`config.mk`:
```
export PLATFORM = sky130hd
export DESIGN_NAME = buddy_heap_allocator
export DESIGN_NICKNAME = d
export VERILOG_FILES = /design/src/sv/bha_pkg.sv /design/src/sv/bha_ram.sv /design/src/sv/buddy_heap_allocator.sv
export SDC_FILE = /design/constraint.sdc
export NUM_CORES = 2
export LEC_CHECK = 0
export BUFFER_PORTS_ARGS = -buffer_cell sky130_fd_sc_hd__clkbuf_2
export CAP_MARGIN = 20
export CORE_MARGIN = 2
export CORE_UTILIZATION = 44
export CTS_BUF_LIST = sky130_fd_sc_hd__clkbuf_4 sky130_fd_sc_hd__clkbuf_8
export CTS_CLUSTER_DIAMETER = 30
export DETAILED_ROUTE_END_ITERATION = 7
export SYNTH_ARGS = -nofsm -noshare
export SYNTH_HDL_FRONTEND = slang
export SYNTH_SLANG_ARGS = --single-unit
```
`constraint.sdc`:
```
create_clock -name clk_i -period 5.65 [get_ports clk_i]
set_input_delay 0.565 -clock clk_i [delete_from_list [all_inputs] [get_ports clk_i]]
set_output_delay 0.565 -clock clk_i [all_outputs]
set_load 0.02 [all_outputs]
```
`src/sv/bha_pkg.sv`:
```
// ----------------------------------------------------------------------------
// bha_pkg: shared definitions of the buddy heap allocator
// Heap geometry, free-list entry layout, sequencer states and helpers.
// ----------------------------------------------------------------------------
`default_nettype none

package bha_pkg;

  localparam int unsigned HEAP_BYTES      = 65536;
  localparam int unsigned MIN_BLOCK_BYTES = 512;
  localparam int unsigned ALIGN_BYTES     = 8;
  localparam int unsigned HEADER_BYTES    = 24;

  localparam int unsigned NUM_SLOTS = HEAP_BYTES / MIN_BLOCK_BYTES;
  localparam int unsigned SLOT_W    = $clog2(NUM_SLOTS);
  localparam int unsigned MINB_W    = $clog2(MIN_BLOCK_BYTES);
  localparam int unsigned ORD_W     = 3;
  localparam int unsigned CNT_W     = SLOT_W + 1;
  localparam int unsigned BYTES_W   = 17;
  localparam logic [ORD_W-1:0] TOP_ORDER = ORD_W'(SLOT_W);

  // opcodes of an input word
  localparam logic OP_ALLOC = 1'b0;
  localparam logic OP_FREE  = 1'b1;

  typedef struct packed {
    logic [SLOT_W-1:0] slot;
    logic [ORD_W-1:0]  ord;
  } fl_entry_t;

  localparam int unsigned ENTRY_W = $bits(fl_entry_t);

  typedef enum logic [4:0] {
    S_IDLE,
    S_A_RD,
    S_A_CHK,
    S_SPLIT,
    S_RM_RD,
    S_RM_WR,
    S_INS_START,
    S_INS_RD,
    S_INS_CHK,
    S_SH_RD,
    S_SH_WR,
    S_INS_WR,
    S_F_RD,
    S_F_ORD,
    S_MERGE,
    S_FIND_RD,
    S_FIND_CHK,
    S_FIN_FREE
  } state_e;

  // size in bytes of a block of the given order
  function automatic logic [BYTES_W-1:0] block_bytes(input logic [ORD_W-1:0] o);
    block_bytes = BYTES_W'(MIN_BLOCK_BYTES) << o;
  endfunction

endpackage

`default_nettype wire

```
`src/sv/bha_ram.sv`:
```
// ----------------------------------------------------------------------------
// bha_ram: generic single-write, single-read RAM
// One write port, one read port with registered read data.
// ----------------------------------------------------------------------------
`default_nettype none

module bha_ram #(
  parameter int unsigned Width = 8,
  parameter int unsigned Depth = 16
) (
  input  wire logic                     clk_i,
  input  wire logic                     we_i,
  input  wire logic [$clog2(Depth)-1:0] waddr_i,
  input  wire logic [Width-1:0]         wdata_i,
  input  wire logic [$clog2(Depth)-1:0] raddr_i,
  output logic      [Width-1:0]         rdata_o
);

  logic [Width-1:0] mem [Depth];

  always_ff @(posedge clk_i) begin
    if (we_i) begin
      mem[waddr_i] <= wdata_i;
    end
    rdata_o <= mem[raddr_i];
  end

endmodule

`default_nettype wire

```
`src/sv/buddy_heap_allocator.sv`:
```
// ----------------------------------------------------------------------------
// buddy_heap_allocator: buddy allocator over a 64 KiB heap
// Usage: an input word (opcode, request_bytes, block_address) is taken on
// in_valid_i & in_ready_o. Opcode 0 allocates, opcode 1 frees an address
// returned earlier. Each input gives one output word (ok, address,
// free_bytes) on out_valid_o & out_ready_i.
// The free list, sorted by order, lives in a 128-entry RAM walked by one
// sequencer; its RAM reads return registered data.
// A rejected word has its result in the cycle after acceptance. A granted
// allocate scans the list and removes the entry it takes; an insert or
// remove shifts the entries behind it, and an allocate may split up to 7
// times, a free merge up to 7 times.
// The block takes one word at a time; in_ready_o is low while it works.
// A result waits in the output register while the receiver stalls; a new
// word is taken in the cycle the pending result is accepted.
// After reset the sequencer writes the whole-heap entry into the list RAM,
// then in_ready_o rises. The free byte count resets to 65536.
// ----------------------------------------------------------------------------
`default_nettype none

module buddy_heap_allocator (
  input  wire logic        clk_i,
  input  wire logic        rst_ni,
  input  wire logic        in_valid_i,
  output logic             in_ready_o,
  input  wire logic [0:0]  opcode_i,
  input  wire logic [19:0] request_bytes_i,
  input  wire logic [15:0] block_address_i,
  output logic             out_valid_o,
  input  wire logic        out_ready_i,
  output logic [0:0]       ok_o,
  output logic [15:0]      address_o,
  output logic [16:0]      free_bytes_o
);

  import bha_pkg::*;

  state_e state_q, state_d, ret_q, ret_d;
  logic               init_q, init_d;
  logic [CNT_W-1:0]   cnt_q, cnt_d, idx_q, idx_d, ptr_q, ptr_d;
  logic [SLOT_W-1:0]  slot_q, slot_d, kslot_q, kslot_d;
  logic [ORD_W-1:0]   ord_q, ord_d, kord_q, kord_d;
  logic [BYTES_W-1:0] need_q, need_d, size_q, size_d, bytes_q, bytes_d;
  logic               out_valid_q, out_valid_d;
  logic               ok_q, ok_d;
  logic [15:0]        addr_q, addr_d;

  // list RAM ports
  logic              fl_we;
  logic [SLOT_W-1:0] fl_waddr, fl_raddr;
  fl_entry_t         fl_wdata, fl_rdata;
  // allocated-order RAM ports
  logic              al_we;
  logic [ORD_W-1:0]  al_rdata;

  // input decode
  logic [20:0] need_raw, need_al;
  logic [15:0] offs;
  logic        free_ok;
  logic [BYTES_W:0] bsum;

  assign need_raw = 21'(request_bytes_i) + 21'(HEADER_BYTES);
  assign need_al  = (need_raw + 21'(ALIGN_BYTES - 1)) & ~21'(ALIGN_BYTES - 1);
  assign offs     = block_address_i - 16'(HEADER_BYTES);
  assign free_ok  = (block_address_i >= 16'(HEADER_BYTES)) && (offs[MINB_W-1:0] == '0);
  assign bsum     = {1'b0, bytes_q} + {1'b0, size_q};

  bha_ram #(.Width(ENTRY_W), .Depth(NUM_SLOTS)) u_fl_ram (
    .clk_i  (clk_i),
    .we_i   (fl_we),
    .waddr_i(fl_waddr),
    .wdata_i(fl_wdata),
    .raddr_i(fl_raddr),
    .rdata_o(fl_rdata)
  );

  bha_ram #(.Width(ORD_W), .Depth(NUM_SLOTS)) u_al_ram (
    .clk_i  (clk_i),
    .we_i   (al_we),
    .waddr_i(slot_q),
    .wdata_i(ord_q),
    .raddr_i(slot_q),
    .rdata_o(al_rdata)
  );

  assign in_ready_o   = (state_q == S_IDLE) && !init_q && (!out_valid_q || out_ready_i);
  assign out_valid_o  = out_valid_q;
  assign ok_o         = ok_q;
  assign address_o    = addr_q;
  assign free_bytes_o = bytes_q;

  // state and control registers
  always_ff @(posedge clk_i or negedge rst_ni) begin
    if (!rst_ni) begin
      state_q     <= S_IDLE;
      ret_q       <= S_IDLE;
      init_q      <= 1'b1;
      cnt_q       <= CNT_W'(1);
      bytes_q     <= BYTES_W'(HEAP_BYTES);
      out_valid_q <= 1'b0;
    end else begin
      state_q     <= state_d;
      ret_q       <= ret_d;
      init_q      <= init_d;
      cnt_q       <= cnt_d;
      bytes_q     <= bytes_d;
      out_valid_q <= out_valid_d;
    end
  end

  // working and payload registers
  always_ff @(posedge clk_i) begin
    idx_q   <= idx_d;
    ptr_q   <= ptr_d;
    slot_q  <= slot_d;
    ord_q   <= ord_d;
    kslot_q <= kslot_d;
    kord_q  <= kord_d;
    need_q  <= need_d;
    size_q  <= size_d;
    ok_q    <= ok_d;
    addr_q  <= addr_d;
  end

  // sequencer
  always_comb begin
    state_d     = state_q;
    ret_d       = ret_q;
    init_d      = init_q;
    cnt_d       = cnt_q;
    idx_d       = idx_q;
    ptr_d       = ptr_q;
    slot_d      = slot_q;
    ord_d       = ord_q;
    kslot_d     = kslot_q;
    kord_d      = kord_q;
    need_d      = need_q;
    size_d      = size_q;
    bytes_d     = bytes_q;
    ok_d        = ok_q;
    addr_d      = addr_q;
    out_valid_d = out_valid_q && !out_ready_i;
    fl_we       = 1'b0;
    fl_waddr    = '0;
    fl_wdata    = '{slot: '0, ord: TOP_ORDER};
    fl_raddr    = idx_q[SLOT_W-1:0];
    al_we       = 1'b0;

    unique case (state_q)
      S_IDLE: begin
        if (init_q) begin
          // whole heap as the only free block
          fl_we  = 1'b1;
          init_d = 1'b0;
        end else if (in_valid_i && in_ready_o) begin
          idx_d = '0;
          if (opcode_i == OP_ALLOC) begin
            if (request_bytes_i != '0 && need_al <= 21'(HEAP_BYTES)) begin
              need_d  = need_al[BYTES_W-1:0];
              state_d = S_A_RD;
            end else begin
              ok_d        = 1'b0;
              addr_d      = '0;
              out_valid_d = 1'b1;
            end
          end else if (free_ok) begin
            slot_d  = offs[MINB_W +: SLOT_W];
            state_d = S_F_RD;
          end else begin
            ok_d        = 1'b0;
            addr_d      = '0;
            out_valid_d = 1'b1;
          end
        end
      end

      // first-fit scan
      S_A_RD: begin
        if (idx_q < cnt_q) begin
          state_d = S_A_CHK;
        end else begin
          ok_d        = 1'b0;
          addr_d      = '0;
          out_valid_d = 1'b1;
          state_d     = S_IDLE;
        end
      end
      S_A_CHK: begin
        if (block_bytes(fl_rdata.ord) >= need_q) begin
          slot_d  = fl_rdata.slot;
          ord_d   = fl_rdata.ord;
          ret_d   = S_SPLIT;
          state_d = S_RM_RD;
        end else begin
          idx_d   = idx_q + 1'b1;
          state_d = S_A_RD;
        end
      end

      // halve while the half still fits
      S_SPLIT: begin
        if (ord_q != '0 && block_bytes(ord_q - 1'b1) >= need_q) begin
          ord_d   = ord_q - 1'b1;
          kord_d  = ord_q - 1'b1;
          kslot_d = slot_q | (SLOT_W'(1) << (ord_q - 1'b1));
          ret_d   = S_SPLIT;
          state_d = S_INS_START;
        end else begin
          al_we       = 1'b1;
          size_d      = block_bytes(ord_q);
          bytes_d     = (bytes_q > block_bytes(ord_q)) ? bytes_q - block_bytes(ord_q) : '0;
          ok_d        = 1'b1;
          addr_d      = 16'({slot_q, MINB_W'(0)}) + 16'(HEADER_BYTES);
          out_valid_d = 1'b1;
          state_d     = S_IDLE;
        end
      end

      // remove entry idx: shift the tail down by one
      S_RM_RD: begin
        if (idx_q + 1'b1 < cnt_q) begin
          fl_raddr = SLOT_W'(idx_q + 1'b1);
          state_d  = S_RM_WR;
        end else begin
          cnt_d   = cnt_q - 1'b1;
          state_d = ret_q;
        end
      end
      S_RM_WR: begin
        fl_we    = 1'b1;
        fl_waddr = idx_q[SLOT_W-1:0];
        fl_wdata = fl_rdata;
        idx_d    = idx_q + 1'b1;
        state_d  = S_RM_RD;
      end

      // sorted insert of the key entry; dropped when the list is full
      S_INS_START: begin
        idx_d   = '0;
        state_d = (cnt_q >= CNT_W'(NUM_SLOTS)) ? ret_q : S_INS_RD;
      end
      S_INS_RD: begin
        if (idx_q < cnt_q) begin
          state_d = S_INS_CHK;
        end else begin
          ptr_d   = cnt_q;
          state_d = S_SH_RD;
        end
      end
      S_INS_CHK: begin
        if (fl_rdata.ord < kord_q) begin
          idx_d   = idx_q + 1'b1;
          state_d = S_INS_RD;
        end else begin
          ptr_d   = cnt_q;
          state_d = S_SH_RD;
        end
      end
      S_SH_RD: begin
        if (ptr_q > idx_q) begin
          fl_raddr = SLOT_W'(ptr_q - 1'b1);
          state_d  = S_SH_WR;
        end else begin
          state_d = S_INS_WR;
        end
      end
      S_SH_WR: begin
        fl_we    = 1'b1;
        fl_waddr = ptr_q[SLOT_W-1:0];
        fl_wdata = fl_rdata;
        ptr_d    = ptr_q - 1'b1;
        state_d  = S_SH_RD;
      end
      S_INS_WR: begin
        fl_we    = 1'b1;
        fl_waddr = idx_q[SLOT_W-1:0];
        fl_wdata = '{slot: kslot_q, ord: kord_q};
        cnt_d    = cnt_q + 1'b1;
        state_d  = ret_q;
      end

      // free: fetch the stored order
      S_F_RD: begin
        state_d = S_F_ORD;
      end
      S_F_ORD: begin
        ord_d   = (al_rdata > TOP_ORDER) ? TOP_ORDER : al_rdata;
        size_d  = block_bytes((al_rdata > TOP_ORDER) ? TOP_ORDER : al_rdata);
        state_d = S_MERGE;
      end

      // merge with free buddies
      S_MERGE: begin
        if (ord_q >= TOP_ORDER) begin
          fl_we    = 1'b1;
          cnt_d    = CNT_W'(1);
          state_d  = S_FIN_FREE;
        end else begin
          kslot_d = slot_q ^ (SLOT_W'(1) << ord_q);
          kord_d  = ord_q;
          idx_d   = '0;
          state_d = S_FIND_RD;
        end
      end
      S_FIND_RD: begin
        if (idx_q < cnt_q) begin
          state_d = S_FIND_CHK;
        end else begin
          kslot_d = slot_q;
          kord_d  = ord_q;
          ret_d   = S_FIN_FREE;
          state_d = S_INS_START;
        end
      end
      S_FIND_CHK: begin
        if (fl_rdata.slot == kslot_q && fl_rdata.ord == kord_q) begin
          slot_d  = slot_q & ~(SLOT_W'(1) << ord_q);
          ord_d   = ord_q + 1'b1;
          ret_d   = S_MERGE;
          state_d = S_RM_RD;
        end else begin
          idx_d   = idx_q + 1'b1;
          state_d = S_FIND_RD;
        end
      end
      S_FIN_FREE: begin
        bytes_d     = (bsum > (BYTES_W+1)'(HEAP_BYTES)) ? BYTES_W'(HEAP_BYTES)
                                                        : bsum[BYTES_W-1:0];
        ok_d        = 1'b1;
        addr_d      = '0;
        out_valid_d = 1'b1;
        state_d     = S_IDLE;
      end
      default: begin
        state_d = S_IDLE;
      end
    endcase
  end

`ifndef ASSERT_OFF
  a_cnt_range: assert property (@(posedge clk_i) disable iff (!rst_ni)
    cnt_q <= CNT_W'(NUM_SLOTS))
    else $error("free list count out of range");
  a_bytes_range: assert property (@(posedge clk_i) disable iff (!rst_ni)
    bytes_q <= BYTES_W'(HEAP_BYTES))
    else $error("free byte count above heap size");
  a_one_result: assert property (@(posedge clk_i) disable iff (!rst_ni)
    (state_q != S_IDLE) && $past(state_q) == S_IDLE |-> !$past(out_valid_q && !out_ready_i))
    else $error("item started while a result was still pending");
  a_busy: assert property (@(posedge clk_i) disable iff (!rst_ni)
    in_ready_o |-> (state_q == S_IDLE) && !init_q)
    else $error("ready while busy");
`endif

endmodule

`default_nettype wire
```
After elaboration in Yosys (flattened, before gate mapping)

Memories as Yosys holds them, arrays and structs flattened. A register that Yosys moved wholly into a read port is not among the register bits.
Cells that the tools add are included.

Bits in registers: 121
Memory bits (writable): 1664
Input bits: 41
Output and inout bits: 36
Logic and storage cells: 235
Memories kept: 2

Memories:

| memory       | words | width | read ports | clocked after memory_dff | write ports | line          | RTL |
|---|---|---|---|---|---|---|---|
| u_fl_ram.mem | 128   | 10    | 1          | 1                        | 1           | bha_ram.sv:19 | `logic [Width-1:0] mem [Depth];` |
| u_al_ram.mem | 128   | 3     | 1          | 1                        | 1           | bha_ram.sv:19 |  |

Add/subtract/negate cells: 12
$lt $le $gt $ge: 13
Eq/ne operators: 41
Shift-type cells: 6
Muxes and demuxes: 98
Bitwise operators: 6
Reductions and logical operators: 41

Operators with widths:

| operator                                                                           | count |
|---|---|
| 16-bit two-way mux                                                                 | 7 |
| 5-bit one-hot mux with 17 select lines                                             | 1 |
| 8-bit two-way mux                                                                  | 10 |
| 7-bit two-way mux                                                                  | 11 |
| 17-bit two-way mux                                                                 | 4 |
| 17-bit one-hot mux with 2 select lines                                             | 2 |
| 10-bit by 3-bit left shift with 17-bit output, first input constant                | 4 |
| 5-bit two-way mux                                                                  | 13 |
| 16-bit one-hot mux with 4 select lines                                             | 1 |
| 8-bit one-hot mux with 7 select lines                                              | 1 |
| 8-bit one-hot mux with 3 select lines                                              | 2 |
| 7-bit one-hot mux with 3 select lines                                              | 2 |
| 5-bit by 4-bit == test with 1-bit output, second input constant                    | 8 |
| 17-bit >= comparator                                                               | 2 |
| 2-bit != test, second input constant                                               | 17 |
| 7-bit one-hot mux with 2 select lines                                              | 2 |
| 1-bit two-way mux                                                                  | 24 |
| 3-bit two-way mux                                                                  | 8 |
| 20-bit by 5-bit adder with 21-bit output, second input constant                    | 1 |
| 21-bit by 3-bit adder with 21-bit output, second input constant                    | 1 |
| 21-bit by 17-bit less-or-equal comparator with 1-bit output, second input constant | 1 |
| 7-bit AND reduction                                                                | 3 |
| 5-bit by 3-bit == test with 1-bit output, second input constant                    | 4 |
| 10-bit one-hot mux with 2 select lines                                             | 1 |
| other kinds (54)                                                                   | 87 |

Depth between registers and ports, before layout

Word-level depth: 9
Gate-level depth with buffers: 22
Gate-level depth less buffers: 17

By module

A second synthesis with hierarchy kept.

Cells, all modules: 3617
Area total of the unflattened synthesis: 72753.5 sq um

Modules (own cells, without submodules):

| module               | instances | cells an instance | area each (sq um) | sequential area each (sq um) |
|---|---|---|---|---|
| bha_ram at u_fl_ram  | 1         | 1998              | 49354.8           | 38637.1 |
| bha_ram at u_al_ram  | 1         | 728               | 15353.5           | 11591.1 |
| buddy_heap_allocator | 1         | 891               | 8045.2            | 2841.5 |

Least setup slack after synthesis

OpenSTA, ideal clock, no wires.

Path kind: flip-flop to flip-flop
Start point: register ord_q[0]
End point: memory u_al_ram.mem[72][0] (netlist bit) (enable)
Library setup time: 0.321 ns
Arrival time: 5.400 ns
Data required time: 5.329 ns
Setup slack: -0.071 ns
Stages on the path, launching flop included: 17
Path buffers: 2
Period minus slack after synthesis: 5.721 ns
Path through: edfxtp_1 inv_1 ha_1 xnor2_1 and2_1 ha_1 a31o_2 a21o_1 a21o_1 a21o_1 a2111oi_0 o41ai_1 nor2_1 clkbuf_1 nand2_1 clkbuf_1 nor2_1

Cells in the longest elaborated chain, start to end: 8
Elaborated cells between the ends (all ways): 9
Classes of those cells: add/sub (1); order compare (1); shift (1); mux (4); reduce/logical (2)

Ends and longest elaborated chain:

| what                                          | line                        | RTL |
|---|---|---|
| from (decl)                                   | buddy_heap_allocator.sv:42  | `logic [ORD_W-1:0] ord_q, ord_d, kord_q, kord_d;` |
| from (signal assigned)                        | buddy_heap_allocator.sv:116 | `ord_q <= ord_d;` |
| 3-bit by 1-bit subtractor with 3-bit output   | buddy_heap_allocator.sv:202 | `if (ord_q != '0 && block_bytes(ord_q - 1'b1) >= need_q) begin` |
| 10-bit by 3-bit left shift with 17-bit output | bha_pkg.sv:56               | `block_bytes = BYTES_W'(MIN_BLOCK_BYTES) << o;` |
| 17-bit >= comparator                          | buddy_heap_allocator.sv:202 |  |
| 1-bit logical AND (*)                         | buddy_heap_allocator.sv:202 |  |
| 1-bit two-way mux (*)                         | buddy_heap_allocator.sv:202 |  |
| 1-bit two-way mux (*)                         | buddy_heap_allocator.sv:149 | `unique case (state_q)` |
| 1-bit two-way mux (*)                         | bha_ram.sv:22               | `if (we_i) begin` |
| 1-bit two-way mux (not written as such) (*)   | bha_ram.sv:23               | `mem[waddr_i] <= wdata_i;` |
| to (decl)                                     | bha_ram.sv:19               |  |

Every way passes the cells marked *; elsewhere a longest branch is shown, timed or not.

Worst setup path after layout

Start point: register idx_q[2]
End point: register u_fl_ram.rdata_o[2] (read register of u_fl_ram.mem)

Cells in the longest elaborated chain, start to end: 4
Elaborated cells between the ends (all ways): 6
Classes of those cells: add/sub (1); order compare (2); mux (3)

Ends and longest elaborated chain:

| what                                      | line                        | RTL |
|---|---|---|
| from (decl)                               | buddy_heap_allocator.sv:40  | `logic [CNT_W-1:0] cnt_q, cnt_d, idx_q, idx_d, ptr_q, ptr_d;` |
| from (signal assigned)                    | buddy_heap_allocator.sv:113 | `idx_q <= idx_d;` |
| 8-bit by 1-bit adder with 8-bit output    | buddy_heap_allocator.sv:221 | `if (idx_q + 1'b1 < cnt_q) begin` |
| 8-bit < comparator                        | buddy_heap_allocator.sv:221 |  |
| 7-bit two-way mux                         | buddy_heap_allocator.sv:221 |  |
| 7-bit one-hot mux with 2 select lines (*) | buddy_heap_allocator.sv:149 |  |
| to (decl)                                 | bha_ram.sv:16               | `output logic [Width-1:0] rdata_o` |

Marks and branches as above.
A chain may end at the register's enable or synchronous reset.

==> impl_metrics.yaml <==
yosys:
  synth_adder_area_share: 0.0145
  synth-compound-area-share: 0.0949
  synth_seq_area_share: 0.721
  synthXorXnorAreaFrac: 0.00714
  synthArstFlopShare: 0.0186
  syn_inst: 5430
  synth_top_family_by_area: "simple AND/OR/NAND/NOR gates"
  ys_types: 89
  yosys.area_share.simple: 0.121
  ys.flop_type: "edfxtp_1"
  syn_area_mm2: 0.0736
  synth_warnings: 0
  synth-seq-cells: 1777
  synthMuxAreaShare: 0.0159
  synth_edf_count: 1731
  synth.avg_cell_area_um2: 13.6
clocking:
  clk_path_buf_depth: 4
  cts.sinks: 1777
  htreeDepth: 5
  cts_root_buf: "clkbuf_8"
  clk_latency_ps: 1080
  cts_made_buffers: 390
  tritoncts: "done"
  path_clk_slew_ps: 60
timing:
  hold_viol: 0
  period_needed_ps: 5470
  fmax_ghz: 0.183
  worst_hold_slack_ps: 98.2
  setup_viol: 0
  tightest_slew_ps: 1170
  fin_crit_sh: 0.968
  maxSlewViolCount: 0
  finalSetupTns_ps: 0
  relSlewSlack: 0.219
  grt_setup_unrepaired: "no"
  clock-skew-final_ps: 116
critical_path:
  crit_chain: "inv_1, nor3_1, and3_1, xnor2_1, ha_1, a211oi_2, o2111ai_2, a21o_1, a311oi_1, a211o_4, buf_4, and2_1, buf_12, nand3_1, o2111ai_1, nand4_1, o211ai_1, nor3_1"
  rr_endpoint: "u_fl_ram.rdata_o[2]"
  timing.critical_path.mode_cell: "nor3_1"
  crit_path_end_kind: "flop"
  r2r-start: "idx_q[2]"
  cp-startpoint: "idx_q[2]"
  worstPathRequired_ps: 6530
  endpoint: "u_fl_ram.rdata_o[2]"
  cpMaxStageDelayCell: "nand4_1"
  cp.depth: 18
  rr_worst_depth: 18
  cp_data_arrival_time_ps: 6350
  cp_top_family: "compound AO/OA/AOI/OAI gates"
  criticalPathCategory: "flop to flop"
  slowest_delay_ps: 550
  start_kind: "flop"
  ff2ff_setup_slack_ps: 180
  cp_max_fo: 29
  critPathBufInv: 3
detailed_routing:
  vias: 48800
  ant_nets: 0
  firstDrtPassIters: 5
  drc: 0
  wire_per_inst_um: 25.4
  drtIter0Drc: 5776
  via_per_inst: 5.85
  finalWirelength_mm: 212
finish:
  mostFrequentLayoutCell: "edfxtp_1"
  fin_area_mm2: 0.0865
  syn_to_final_growth_pct: 17.5
  mostFrequentLayoutCells: "edfxtp_1 (1,731), nand2_1 (1,026), clkbuf_8 (408), nor2_1 (342), nand3_1 (313)"
  drive_gt1_frac: 0.173
  n_fill_cell: 14100
  finalNonFillerCells: 8338
  layout.nets: 5953
placed_design:
  io_buffers: 66
  dp_hpwl_mm: 130
  gp_congestion: 0.895
  place_area_mm2: 0.0774
  place_inst: 7594
floorplan:
  core_area_mm2: 0.167
  pin_count: 77
  die_w_um: 413
  fp.dieH_um: 413
  die_area_mm2: 0.171
  core.rowCount: 150
  start_util: 0.442
global_route:
  grt_pass1_vias: 48000
  grt_pass1_wl_mm: 313
  grt_antenna_before_repair: 11
  grt_max_degree: 129
  globalRouteTotalUtil: 0.245
  grt-ovfl-total: 0
power:
  design_power_total_w: 0.0433
  ir_drop_mv: 0.330
  leakage_nw: 29.2
  cellPowerDensity_mw_per_mm2: 500
outcome:
  status: "finished clean"
worst_hold_path:
  hold_class: "primary input to flop"
job:
  max_cap_violations: 0
==> stage by stage <==
| stage | setup slack, ps | util |
|---|---|---|
| finish | 178 | 0.519 |
| global route | 6.20 | 0.519 |
| CTS | 30.3 | 0.518 |
| detailed placement | -32.0 | 0.464 |
| global placement | -54.0 | 0.464 |
| floorplan | 85.6 | - |
==> synthesized netlist by cell type, types with 65 or more instances <==
master,count,area [µm²]
nand3_1,314,1570
ha_1,82,1030
and3_1,86,538
a22oi_1,203,1520
nor3_1,65,325
clkbuf_1,169,634
a21oi_1,228,1140
edfxtp_1,1731,52000
nand2_1,1032,3870
a31oi_1,75,469
o21ai_0,85,425
buf_2,107,536
nor2_1,345,1290
==> registers in the layout, summed over array words and instances (netlist names) <==
register,count
u_fl_ram.rdata_o,10
size_q,8
address_o,8
ord_q,3
ptr_q,8
slot_q,7
free_bytes_o,14
ret_q,4
u_al_ram.mem,384
state_q,5
kord_q,3
init_q,1
ok_o,1
u_al_ram.rdata_o,3
out_valid_o,1
need_q,14
u_fl_ram.mem,1280
kslot_q,7
idx_q,8
cnt_q,8
==> layer usage <==
layer,up-vias,global-route usage,routed length (µm)
met4,8,0.101,8220
met3,477,0.0496,16900
li1,21600,-,-
met1,24600,0.337,88000
met5,-,0,56
met2,2211,0.381,98600
==> worst register-to-register path: cells and delay by family (launching register included) <==
kind / cells / cell delay [ps]
buf+inv: 3 / 750
compound gates: 7 / 2000
flops: 1 / 530
xor+xnor: 1 / 170
simple gates: 6 / 1520
fa+ha+maj: 1 / 290
==> power by group <==
part	internal, W	switching (W)
sequential	0.0147	0.000406
clock	0.00958	0.00588
combinational	0.00404	0.00871
==> logic make-up after synthesis <==
kind of cell,after synthesis
simple gates,2034
flops,1777
compound gates,991
buf+inv,405
other cells,1
mux,78
fa+ha+maj,84
xor+xnor,60
==> how the worst min path moves through the flow <==
stage | from | to | slack (ps) | cells past startpoint
6_report | block_address_i[3] | slot_q[1] | 100 | 4
5_1_grt | opcode_i | state_q[0] | 80 | 4
4_1_cts | opcode_i | state_q[0] | 10 | 4
3_5_place_dp | init_q | init_q | 510 | 1
3_3_place_gp | free_bytes_o[3] | free_bytes_o[3] | 510 | 1
2_1_floorplan | rst_ni | cnt_q[1] | 270 | 0
==> final cells by class <==
class | instances | area (µm²) | share of cell area
well taps | 2204 | 2760 | 0.0319
flip-flops and latches | 1777 | 53100 | 0.613
inverters | 55 | 206 | 0.00239
diodes | 6 | 15.0 | 0.000174
clock inverters | 222 | 2510 | 0.0291
clock buffers | 470 | 6070 | 0.0701
repair buffers | 346 | 2930 | 0.0339
multi-input cells | 3258 | 18900 | 0.219
==> timing repair <==
action,in CTS,in global routing
endpoints found under the setup margin,1,6
gates resized for setup,1,12
pin swaps,0,1
hold endpoints to repair,52,2
buffers inserted,0,3
hold buffers,34,1
gates cloned,0,1
No activity file was read; power rests on OpenSTA's default activity.
